File: config.mk
export PLATFORM = sky130hd
export DESIGN_NAME = gcd_lcm_two_or_three_operands_flat
export DESIGN_NICKNAME = d
export VERILOG_FILES = /design/src/rtl/core/gcdlcm_pkg.sv /design/src/rtl/core/gcdlcm_in_if.sv /design/src/rtl/core/gcdlcm_out_if.sv /design/src/rtl/core/gcdlcm_dp.sv /design/src/rtl/core/gcdlcm_ctrl.sv /design/src/rtl/core/gcd_lcm_two_or_three_operands.sv /design/src/flat_wrapper.sv
export SDC_FILE = /design/constraint.sdc
export NUM_CORES = 1
export LEC_CHECK = 0
export BUFFER_PORTS_ARGS = -buffer_cell sky130_fd_sc_hd__buf_2
export CAP_MARGIN = 20
export CORE_AREA = 2 2 208 210
export CTS_CLUSTER_SIZE = 20
export DETAILED_ROUTE_END_ITERATION = 7
export DIE_AREA = 0 0 210 212
export PLACE_DENSITY_LB_ADDON = 0.15
export SYNTH_ARGS = -nofsm -noshare
export SYNTH_HDL_FRONTEND = slang
export SYNTH_HIERARCHICAL = 1
export SYNTH_SLANG_ARGS = --single-unit
File: constraint.sdc
create_clock -name clk -period 7.5 [get_ports clk]
set_input_delay 0.75 -clock clk [delete_from_list [all_inputs] [get_ports clk]]
set_output_delay 0.75 -clock clk [all_outputs]
set_load 0.005 [all_outputs]
File: src/rtl/core/gcdlcm_pkg.sv
// Package for the GCD/LCM block: widths, datapath operation codes and
// the command and status structs between controller and datapath.
// No dependencies.
`default_nettype none

package gcdlcm_pkg;

  localparam int OPERAND_WIDTH = 16;
  localparam int RESULT_WIDTH  = 48;
  // GCD and division work on values up to a two-operand LCM.
  localparam int GCD_WIDTH     = 2 * OPERAND_WIDTH;
  localparam int ACC_WIDTH     = (3 * OPERAND_WIDTH > RESULT_WIDTH) ?
                                 3 * OPERAND_WIDTH : RESULT_WIDTH;
  localparam int SHIFT_WIDTH   = $clog2(GCD_WIDTH + 1);
  localparam int CNT_WIDTH     = $clog2(GCD_WIDTH);

  typedef logic [3:0] dp_op_t;

  localparam dp_op_t OP_NONE       = 4'd0;
  localparam dp_op_t OP_LOAD       = 4'd1;
  localparam dp_op_t OP_GCD_START  = 4'd2;
  localparam dp_op_t OP_SHIFT_BOTH = 4'd3;
  localparam dp_op_t OP_SHIFT_X    = 4'd4;
  localparam dp_op_t OP_GCD_STEP   = 4'd5;
  localparam dp_op_t OP_GCD_FINISH = 4'd6;
  localparam dp_op_t OP_MOVE_G     = 4'd7;
  localparam dp_op_t OP_DIV_START  = 4'd8;
  localparam dp_op_t OP_DIV_STEP   = 4'd9;
  localparam dp_op_t OP_MUL_START  = 4'd10;
  localparam dp_op_t OP_MUL_STEP   = 4'd11;
  localparam dp_op_t OP_FINAL      = 4'd12;

  typedef struct packed {
    dp_op_t op;
    logic   sel_c;
  } dp_cmd_t;

  typedef struct packed {
    logic x_zero;
    logic y_zero;
    logic both_even;
    logic x_even;
    logic is_lcm;
    logic three;
    logic lcm_zero;
    logic div_last;
    logic mul_last;
  } dp_sts_t;

endpackage

`default_nettype wire

File: src/rtl/core/gcdlcm_in_if.sv
// Request channel of the GCD/LCM block: valid/ready and the input item.
// Depends on gcdlcm_pkg.
`default_nettype none

interface gcdlcm_in_if;
  import gcdlcm_pkg::*;

  logic                     valid;
  logic                     ready;
  logic                     cmd;
  logic                     three_operands;
  logic [OPERAND_WIDTH-1:0] operand_a;
  logic [OPERAND_WIDTH-1:0] operand_b;
  logic [OPERAND_WIDTH-1:0] operand_c;

  modport source (output valid, cmd, three_operands, operand_a, operand_b, operand_c,
                  input ready);
  modport sink (input valid, cmd, three_operands, operand_a, operand_b, operand_c,
                output ready);
endinterface

`default_nettype wire

File: src/rtl/core/gcdlcm_out_if.sv
// Result channel of the GCD/LCM block: valid/ready and the result item.
// Depends on gcdlcm_pkg.
`default_nettype none

interface gcdlcm_out_if;
  import gcdlcm_pkg::*;

  logic                    valid;
  logic                    ready;
  logic [RESULT_WIDTH-1:0] result_value;
  logic                    error_flag;

  modport source (output valid, result_value, error_flag, input ready);
  modport sink (input valid, result_value, error_flag, output ready);
endinterface

`default_nettype wire

File: src/rtl/core/gcdlcm_dp.sv
// Datapath of the GCD/LCM block: binary GCD registers, restoring divider,
// shift-add multiplier and the result register. Depends on gcdlcm_pkg.
`default_nettype none

module gcdlcm_dp (
  input  logic                                 clk,
  input  logic                                 cmd_in,
  input  logic                                 three_in,
  input  logic [gcdlcm_pkg::OPERAND_WIDTH-1:0] a_in,
  input  logic [gcdlcm_pkg::OPERAND_WIDTH-1:0] b_in,
  input  logic [gcdlcm_pkg::OPERAND_WIDTH-1:0] c_in,
  input  gcdlcm_pkg::dp_cmd_t                  dcmd,
  output gcdlcm_pkg::dp_sts_t                  sts,
  output logic [gcdlcm_pkg::RESULT_WIDTH-1:0]  result_value,
  output logic                                 error_flag
);
  import gcdlcm_pkg::*;

  logic                     is_lcm;
  logic                     three;
  logic                     lcm_zero;
  logic [OPERAND_WIDTH-1:0] opb;
  logic [OPERAND_WIDTH-1:0] opc;
  logic [OPERAND_WIDTH-1:0] opnd;
  logic [ACC_WIDTH-1:0]     cur;
  logic [GCD_WIDTH-1:0]     x;
  logic [GCD_WIDTH-1:0]     y;
  logic [GCD_WIDTH-1:0]     g;
  logic [SHIFT_WIDTH-1:0]   shift;
  logic [GCD_WIDTH-1:0]     rem;
  logic [GCD_WIDTH-1:0]     divq;
  logic [GCD_WIDTH:0]       rem_s;
  logic                     rem_ge;
  logic [ACC_WIDTH-1:0]     madd;
  logic [OPERAND_WIDTH-1:0] mreg;
  logic [CNT_WIDTH-1:0]     cnt;
  logic                     err;

  assign opnd   = dcmd.sel_c ? opc : opb;
  assign rem_s  = {rem, divq[GCD_WIDTH-1]};
  assign rem_ge = rem_s >= {1'b0, g};
  assign err    = is_lcm ? lcm_zero : (cur == '0);

  always_ff @(posedge clk) begin
    case (dcmd.op)
      OP_LOAD: begin
        is_lcm   <= cmd_in;
        three    <= three_in;
        opb      <= b_in;
        opc      <= c_in;
        lcm_zero <= (a_in == '0) || (b_in == '0) || (three_in && (c_in == '0));
        cur      <= ACC_WIDTH'(a_in);
      end
      OP_GCD_START: begin
        x     <= cur[GCD_WIDTH-1:0];
        y     <= GCD_WIDTH'(opnd);
        shift <= '0;
      end
      OP_SHIFT_BOTH: begin
        x     <= x >> 1;
        y     <= y >> 1;
        shift <= shift + 1'b1;
      end
      OP_SHIFT_X: begin
        x <= x >> 1;
      end
      OP_GCD_STEP: begin
        // x is odd here; an odd y is reduced by the smaller of the two.
        if (!y[0]) begin
          y <= y >> 1;
        end else if (x > y) begin
          x <= y;
          y <= x - y;
        end else begin
          y <= y - x;
        end
      end
      OP_GCD_FINISH: begin
        g <= (x == '0) ? y : (x << shift);
      end
      OP_MOVE_G: begin
        cur <= ACC_WIDTH'(g);
      end
      OP_DIV_START: begin
        divq <= cur[GCD_WIDTH-1:0];
        rem  <= '0;
        cnt  <= '0;
      end
      OP_DIV_STEP: begin
        if (rem_ge) begin
          rem <= GCD_WIDTH'(rem_s - {1'b0, g});
        end else begin
          rem <= rem_s[GCD_WIDTH-1:0];
        end
        divq <= {divq[GCD_WIDTH-2:0], rem_ge};
        cnt  <= cnt + 1'b1;
      end
      OP_MUL_START: begin
        cur  <= '0;
        madd <= ACC_WIDTH'(divq);
        mreg <= opnd;
        cnt  <= '0;
      end
      OP_MUL_STEP: begin
        if (mreg[0]) begin
          cur <= cur + madd;
        end
        madd <= madd << 1;
        mreg <= mreg >> 1;
        cnt  <= cnt + 1'b1;
      end
      OP_FINAL: begin
        result_value <= err ? '0 : cur[RESULT_WIDTH-1:0];
        error_flag   <= err;
      end
      default: begin
      end
    endcase
  end

  always_comb begin
    sts.x_zero    = (x == '0);
    sts.y_zero    = (y == '0);
    sts.both_even = !x[0] && !y[0];
    sts.x_even    = !x[0];
    sts.is_lcm    = is_lcm;
    sts.three     = three;
    sts.lcm_zero  = lcm_zero;
    sts.div_last  = (cnt == CNT_WIDTH'(GCD_WIDTH - 1));
    sts.mul_last  = (cnt == CNT_WIDTH'(OPERAND_WIDTH - 1));
  end

endmodule

`default_nettype wire

File: src/rtl/core/gcdlcm_ctrl.sv
// Controller of the GCD/LCM block: sequences GCD, division and
// multiplication passes and runs both handshakes. Depends on gcdlcm_pkg.
`default_nettype none

module gcdlcm_ctrl (
  input  logic                clk,
  input  logic                rst,
  input  logic                req_valid,
  output logic                req_ready,
  output logic                rsp_valid,
  input  logic                rsp_ready,
  input  gcdlcm_pkg::dp_sts_t sts,
  output gcdlcm_pkg::dp_cmd_t dcmd
);
  import gcdlcm_pkg::*;

  localparam logic [3:0] S_IDLE  = 4'd0;
  localparam logic [3:0] S_CHECK = 4'd1;
  localparam logic [3:0] S_GINIT = 4'd2;
  localparam logic [3:0] S_GODD  = 4'd3;
  localparam logic [3:0] S_GLOOP = 4'd4;
  localparam logic [3:0] S_AFTER = 4'd5;
  localparam logic [3:0] S_DIV   = 4'd6;
  localparam logic [3:0] S_MULS  = 4'd7;
  localparam logic [3:0] S_MUL   = 4'd8;
  localparam logic [3:0] S_NEXT  = 4'd9;
  localparam logic [3:0] S_FINAL = 4'd10;

  logic [3:0] state;
  logic [3:0] state_next;
  logic       sel_c;
  logic       sel_c_next;
  logic       rsp_valid_next;
  logic       fin_fire;

  assign req_ready = (state == S_IDLE);
  assign fin_fire  = (state == S_FINAL) && (!rsp_valid || rsp_ready);

  always_comb begin
    state_next = state;
    sel_c_next = sel_c;
    dcmd.op    = OP_NONE;
    dcmd.sel_c = sel_c;
    case (state)
      S_IDLE: begin
        if (req_valid) begin
          dcmd.op    = OP_LOAD;
          sel_c_next = 1'b0;
          state_next = S_CHECK;
        end
      end
      S_CHECK: begin
        if (sts.is_lcm && sts.lcm_zero) begin
          state_next = S_FINAL;
        end else begin
          dcmd.op    = OP_GCD_START;
          state_next = S_GINIT;
        end
      end
      S_GINIT: begin
        if (sts.x_zero || sts.y_zero) begin
          dcmd.op    = OP_GCD_FINISH;
          state_next = S_AFTER;
        end else if (sts.both_even) begin
          dcmd.op = OP_SHIFT_BOTH;
        end else begin
          state_next = S_GODD;
        end
      end
      S_GODD: begin
        if (sts.x_even) begin
          dcmd.op = OP_SHIFT_X;
        end else begin
          state_next = S_GLOOP;
        end
      end
      S_GLOOP: begin
        if (sts.y_zero) begin
          dcmd.op    = OP_GCD_FINISH;
          state_next = S_AFTER;
        end else begin
          dcmd.op = OP_GCD_STEP;
        end
      end
      S_AFTER: begin
        if (sts.is_lcm) begin
          dcmd.op    = OP_DIV_START;
          state_next = S_DIV;
        end else begin
          dcmd.op    = OP_MOVE_G;
          state_next = S_NEXT;
        end
      end
      S_DIV: begin
        dcmd.op = OP_DIV_STEP;
        if (sts.div_last) begin
          state_next = S_MULS;
        end
      end
      S_MULS: begin
        dcmd.op    = OP_MUL_START;
        state_next = S_MUL;
      end
      S_MUL: begin
        dcmd.op = OP_MUL_STEP;
        if (sts.mul_last) begin
          state_next = S_NEXT;
        end
      end
      S_NEXT: begin
        // The third operand gets a second pass against the running value.
        if (sts.three && !sel_c) begin
          sel_c_next = 1'b1;
          dcmd.sel_c = 1'b1;
          dcmd.op    = OP_GCD_START;
          state_next = S_GINIT;
        end else begin
          state_next = S_FINAL;
        end
      end
      S_FINAL: begin
        if (fin_fire) begin
          dcmd.op    = OP_FINAL;
          state_next = S_IDLE;
        end
      end
      default: begin
        state_next = S_IDLE;
      end
    endcase
  end

  always_comb begin
    rsp_valid_next = rsp_valid;
    if (fin_fire) begin
      rsp_valid_next = 1'b1;
    end else if (rsp_ready) begin
      rsp_valid_next = 1'b0;
    end
  end

  always_ff @(posedge clk) begin
    if (rst) begin
      state     <= S_IDLE;
      sel_c     <= 1'b0;
      rsp_valid <= 1'b0;
    end else begin
      state     <= state_next;
      sel_c     <= sel_c_next;
      rsp_valid <= rsp_valid_next;
    end
  end

`ifndef SYNTHESIS
  a_loop_x_odd: assert property (@(posedge clk) disable iff (rst)
    (state == S_GLOOP) |-> !sts.x_even)
    else $error("GCD loop entered with even x");

  a_final_sets_valid: assert property (@(posedge clk) disable iff (rst)
    fin_fire |=> rsp_valid)
    else $error("result register written without valid");

  a_accept_to_check: assert property (@(posedge clk) disable iff (rst)
    (req_valid && req_ready) |=> (state == S_CHECK))
    else $error("accepted item did not start");

  a_mul_to_next: assert property (@(posedge clk) disable iff (rst)
    (state == S_MUL && sts.mul_last) |=> (state == S_NEXT))
    else $error("multiplier pass did not end");
`endif

endmodule

`default_nettype wire

File: src/rtl/core/gcd_lcm_two_or_three_operands.sv
// GCD or LCM of two or three unsigned operands, one item at a time. The
// controller runs a binary GCD (one shift or subtract per cycle), then for
// LCM a restoring divide and a shift-add multiply; three operands repeat
// this against the running value. The GCD loop length depends on the
// operand values. A new item is taken only in idle; a finished result
// waits in the output register while the next item runs.
// Depends on gcdlcm_pkg, gcdlcm_in_if, gcdlcm_out_if, gcdlcm_ctrl, gcdlcm_dp.
`default_nettype none

module gcd_lcm_two_or_three_operands (
  input  logic  clk,
  input  logic  rst,
  gcdlcm_in_if.sink    req,
  gcdlcm_out_if.source rsp
);
  import gcdlcm_pkg::*;

  dp_cmd_t dcmd;
  dp_sts_t sts;

  gcdlcm_ctrl u_ctrl (
    .clk       (clk),
    .rst       (rst),
    .req_valid (req.valid),
    .req_ready (req.ready),
    .rsp_valid (rsp.valid),
    .rsp_ready (rsp.ready),
    .sts       (sts),
    .dcmd      (dcmd)
  );

  gcdlcm_dp u_dp (
    .clk          (clk),
    .cmd_in       (req.cmd),
    .three_in     (req.three_operands),
    .a_in         (req.operand_a),
    .b_in         (req.operand_b),
    .c_in         (req.operand_c),
    .dcmd         (dcmd),
    .sts          (sts),
    .result_value (rsp.result_value),
    .error_flag   (rsp.error_flag)
  );

endmodule

`default_nettype wire
File: src/flat_wrapper.sv
// flat-port wrapper written by rule: the top's interface ports become plain ports
module gcd_lcm_two_or_three_operands_flat import gcdlcm_pkg::*;
  (clk, rst, req_valid, req_cmd, req_three_operands, req_operand_a, req_operand_b, req_operand_c, req_ready, rsp_valid, rsp_result_value, rsp_error_flag, rsp_ready);
  gcdlcm_in_if req_i ();
  gcdlcm_out_if rsp_i ();
  input  logic clk;
  input  logic rst;
  input wire logic [$bits(req_i.valid)-1:0] req_valid;
  input wire logic [$bits(req_i.cmd)-1:0] req_cmd;
  input wire logic [$bits(req_i.three_operands)-1:0] req_three_operands;
  input wire logic [$bits(req_i.operand_a)-1:0] req_operand_a;
  input wire logic [$bits(req_i.operand_b)-1:0] req_operand_b;
  input wire logic [$bits(req_i.operand_c)-1:0] req_operand_c;
  output wire logic [$bits(req_i.ready)-1:0] req_ready;
  output wire logic [$bits(rsp_i.valid)-1:0] rsp_valid;
  output wire logic [$bits(rsp_i.result_value)-1:0] rsp_result_value;
  output wire logic [$bits(rsp_i.error_flag)-1:0] rsp_error_flag;
  input wire logic [$bits(rsp_i.ready)-1:0] rsp_ready;
  assign req_i.valid = req_valid;
  assign req_i.cmd = req_cmd;
  assign req_i.three_operands = req_three_operands;
  assign req_i.operand_a = req_operand_a;
  assign req_i.operand_b = req_operand_b;
  assign req_i.operand_c = req_operand_c;
  assign req_ready = req_i.ready;
  assign rsp_valid = rsp_i.valid;
  assign rsp_result_value = rsp_i.result_value;
  assign rsp_error_flag = rsp_i.error_flag;
  assign rsp_i.ready = rsp_ready;
  gcd_lcm_two_or_three_operands u_core (.clk(clk), .rst(rst), .req(req_i), .rsp(rsp_i));
endmodule
==> reports/metrics.cfg <==
[clock_network]
cts_resized=0
post-cts-setup-buffer-count=0
cts_buffers=43
cts_tree=yes
cts-root-buf=clkbuf_16
insertion_delay_ns=0.58
ctsHoldBuffers=0
cts_buffer_depth=3
htree_levels=2
clkSinkCount=373
clk_pin_slew_worst_paths_ns=0.06

[logic_synthesis]
synth_area_leaders=edfxtp_1 (43%), ha_1 (7.2%), nand2_1 (4.8%), a21oi_1 (3.4%), mux2i_1 (3.4%)
synth_top_area_share_pct=43.03
synth-seq-cells=373
synth_common_cells=edfxtp_1 (367), nand2_1 (329), inv_1 (179)
yosysTopAreaCell=edfxtp_1
ys_warn_count=6
syn-mean-instance-area_sq_um=9.746
async_reset_ff_share_pct=0
post-synth-top-count-cell=edfxtp_1
netlist_instances=2628
ys_seq_area_share_pct=43.50
syn_area_sq_mm=0.02561
synth_fp_nets=2833
ys_types=91
ys.flop_type=edfxtp_1
synth_edf_count=367

[power_and_ir_drop]
pwr_density_cell_mw_per_mm2=503.1
leakage_nw=11.23
vdd_drop_max_uv=373.9

[critical_path]
cp.arrival_ns=5.48
r2r_end=u_core/u_dp/y[3]
worst-path-max-fanout=16
required_ns=7.81
rr_startpoint=u_core/u_dp/y[28]
critPathKind=reg2reg
startpoint_type=flop
ff2ff_path_depth=13
end_kind=flop
r2r_slack_ns=2.33

[grt]
grt_max_degree=65
use_met1_pct=45.02
overflow=0
grt_pass1_wl_mm=116.3
grtUsageTotal_pct=33.82
gr-usage-met3_pct=4.904
busiest_layer=met2
use_met2_pct=55.20
grt_pass1_vias=20319
grt_antenna_before_repair=2

[timing]
fin_skew_ns=0.01908
relSlewSlack_pct=27.50
fin_ws_ns=2.328
rsz0062_at_grt=false
tns_ns=0
period_share_pct=68.96
setup_viol=0
fin_crit_ns=5.172
drv_slew=0
max_freq_mhz=193.4
tightest_slew_ns=1.085
hold_viol_final=0

[placed_design]
port_buffers=104
dpl.hpwl_mm=55.98
dp_slack_ns=2.454
place_congestion=1.015

[drt]
drt_iter0_drc=2359
routed_wl_mm=75.55
drt-wirelength-per-cell_um=23.38
vias=21352
avgViaCountPerCell=6.606
drc_errors=4
drt-pass1-iter-count=8
drtAntennaViolNets=0

[run]
drv_cap=0

[floorplanning]
start_util_pct=60.26
rows=76
num_io_pins=105
fp.dieArea_sq_mm=0.04452
coreArea_sq_mm=0.04251
fp.dieH_um=212
die_w_um=210

[min_path]
holdCritStartpoint=req_cmd
hold_depth=1
hp-class=in2reg
hold-path-endpoint=u_core/u_dp/is_lcm

[outcome]
violations=DRC
status=complete, but fails checks

[cells_and_area]
syn_to_final_growth_pct=8.900
n_antenna_cell=0
drive_above_1_share_pct=10.46
nets=2861

## kinds of logic (layout without fill, tap and decap cells)
family,after synthesis,after routing,synth area share [%]
AOI/OAI and AO/OA,690,690,18.31
xor gates and xnor gates,92,92,3.146
adders and majority gates,151,151,7.494
buffers and inverters,329,387,5.036
DFF,373,373,43.50
muxes,122,122,5.994
and+or+nand+nor,871,871,16.52
## worst max-delay path, stage by stage, from the launching register on
cell	delay, ns
edfxtp_1	0.48
nor4_1	0.51
nand4_1	0.23
nor2_1	0.42
nor3_1	0.12
o2bb2ai_1	0.17
a22oi_1	0.11
nand2_1	0.42
nand2b_1	0.22
nor2_1	0.73
nand2_1	0.36
nand2_1	0.56
o21ai_0	0.17
or3b_1	0.39
## state kept, by name (all words and copies together), names as in the netlist, 16 cells and up
| signal | count |
|---|---|
| u_core/u_dp/madd | 48 |
| u_core/u_dp/mreg | 16 |
| u_core/u_dp/opc | 16 |
| u_core/u_dp/result_value | 48 |
| u_core/u_dp/y | 32 |
| u_core/u_dp/opb | 16 |
| u_core/u_dp/cur | 48 |
| u_core/u_dp/x | 32 |
| u_core/u_dp/g | 32 |
| u_core/u_dp/rem | 32 |
| u_core/u_dp/divq | 32 |
## worst max path at each step
stage,start,endpoint,slack [ns],cells past startpoint
2_1_floorplan,u_core/u_dp/x[1],u_core/u_dp/divq[0],0.82,10
3_3_place_gp,u_core/u_dp/y[29],u_core/u_dp/y[5],2.51,13
3_5_place_dp,u_core/u_dp/y[29],u_core/u_dp/y[3],2.45,13
4_1_cts,u_core/u_dp/y[28],u_core/u_dp/y[3],2.44,13
5_1_grt,u_core/u_dp/y[29],u_core/u_dp/y[5],1.97,13
6_report,u_core/u_dp/y[28],u_core/u_dp/y[3],2.33,13
## area by class of cell
class | count | area (sq um)
clock buffer | 50 | 1102
clock inverter | 25 | 302.8
fill | 3377 | 14610
inverter | 179 | 671.9
multi-input combinational | 1926 | 13250
sequential | 373 | 11140
tap | 546 | 683.2
timing repair buffer | 133 | 738.2
## power breakdown
part	switching [mW]	total [mW]	internal, mW
clock	0.856	2.14	1.29
sequential	0.875	4.12	3.25
combinational	4.82	7.77	2.95
## stage by stage
stage               util (%)  cell area (sq um)  total power, mW  instances  hold slack (ns)
finish                 65.62              27890            14.03       3232           0.3596
global placement       62.32              26490            11.58       3157           0.5181
detailed placement     62.32              26490            11.66       3157           0.5211
global route           65.62              27890            14.84       3232           0.3567
CTS                    65.62              27890            13.83       3232           0.3370
floorplan                  -              25610            9.446       2628           0.5096
## cell usage in the layout, fill, tap and decap left out, types with 25 or more instances in the layout
cell type / instances
a211oi_1: 27
a21o_1: 95
a21oi_1: 173
a222oi_1: 31
and2_1: 79
buf_2: 104
buf_4: 29
clkbuf_16: 43
edfxtp_1: 367
ha_1: 147
inv_1: 178
mux2i_1: 87
nand2_1: 329
nand2b_1: 25
nand3_1: 63
nand4_1: 44
nor2_1: 145
nor3_1: 29
nor4_1: 48
o21ai_0: 113
o221ai_1: 39
xnor2_1: 51
xor2_1: 41
## per-layer routing
layer	up-vias	part of all wire (%)
met2	1067	47
li1	9846	-
met5	-	0.038
met1	10249	40
met3	186	8.3
met4	4	4.7
No activity file was read; power rests on OpenSTA's default activity.
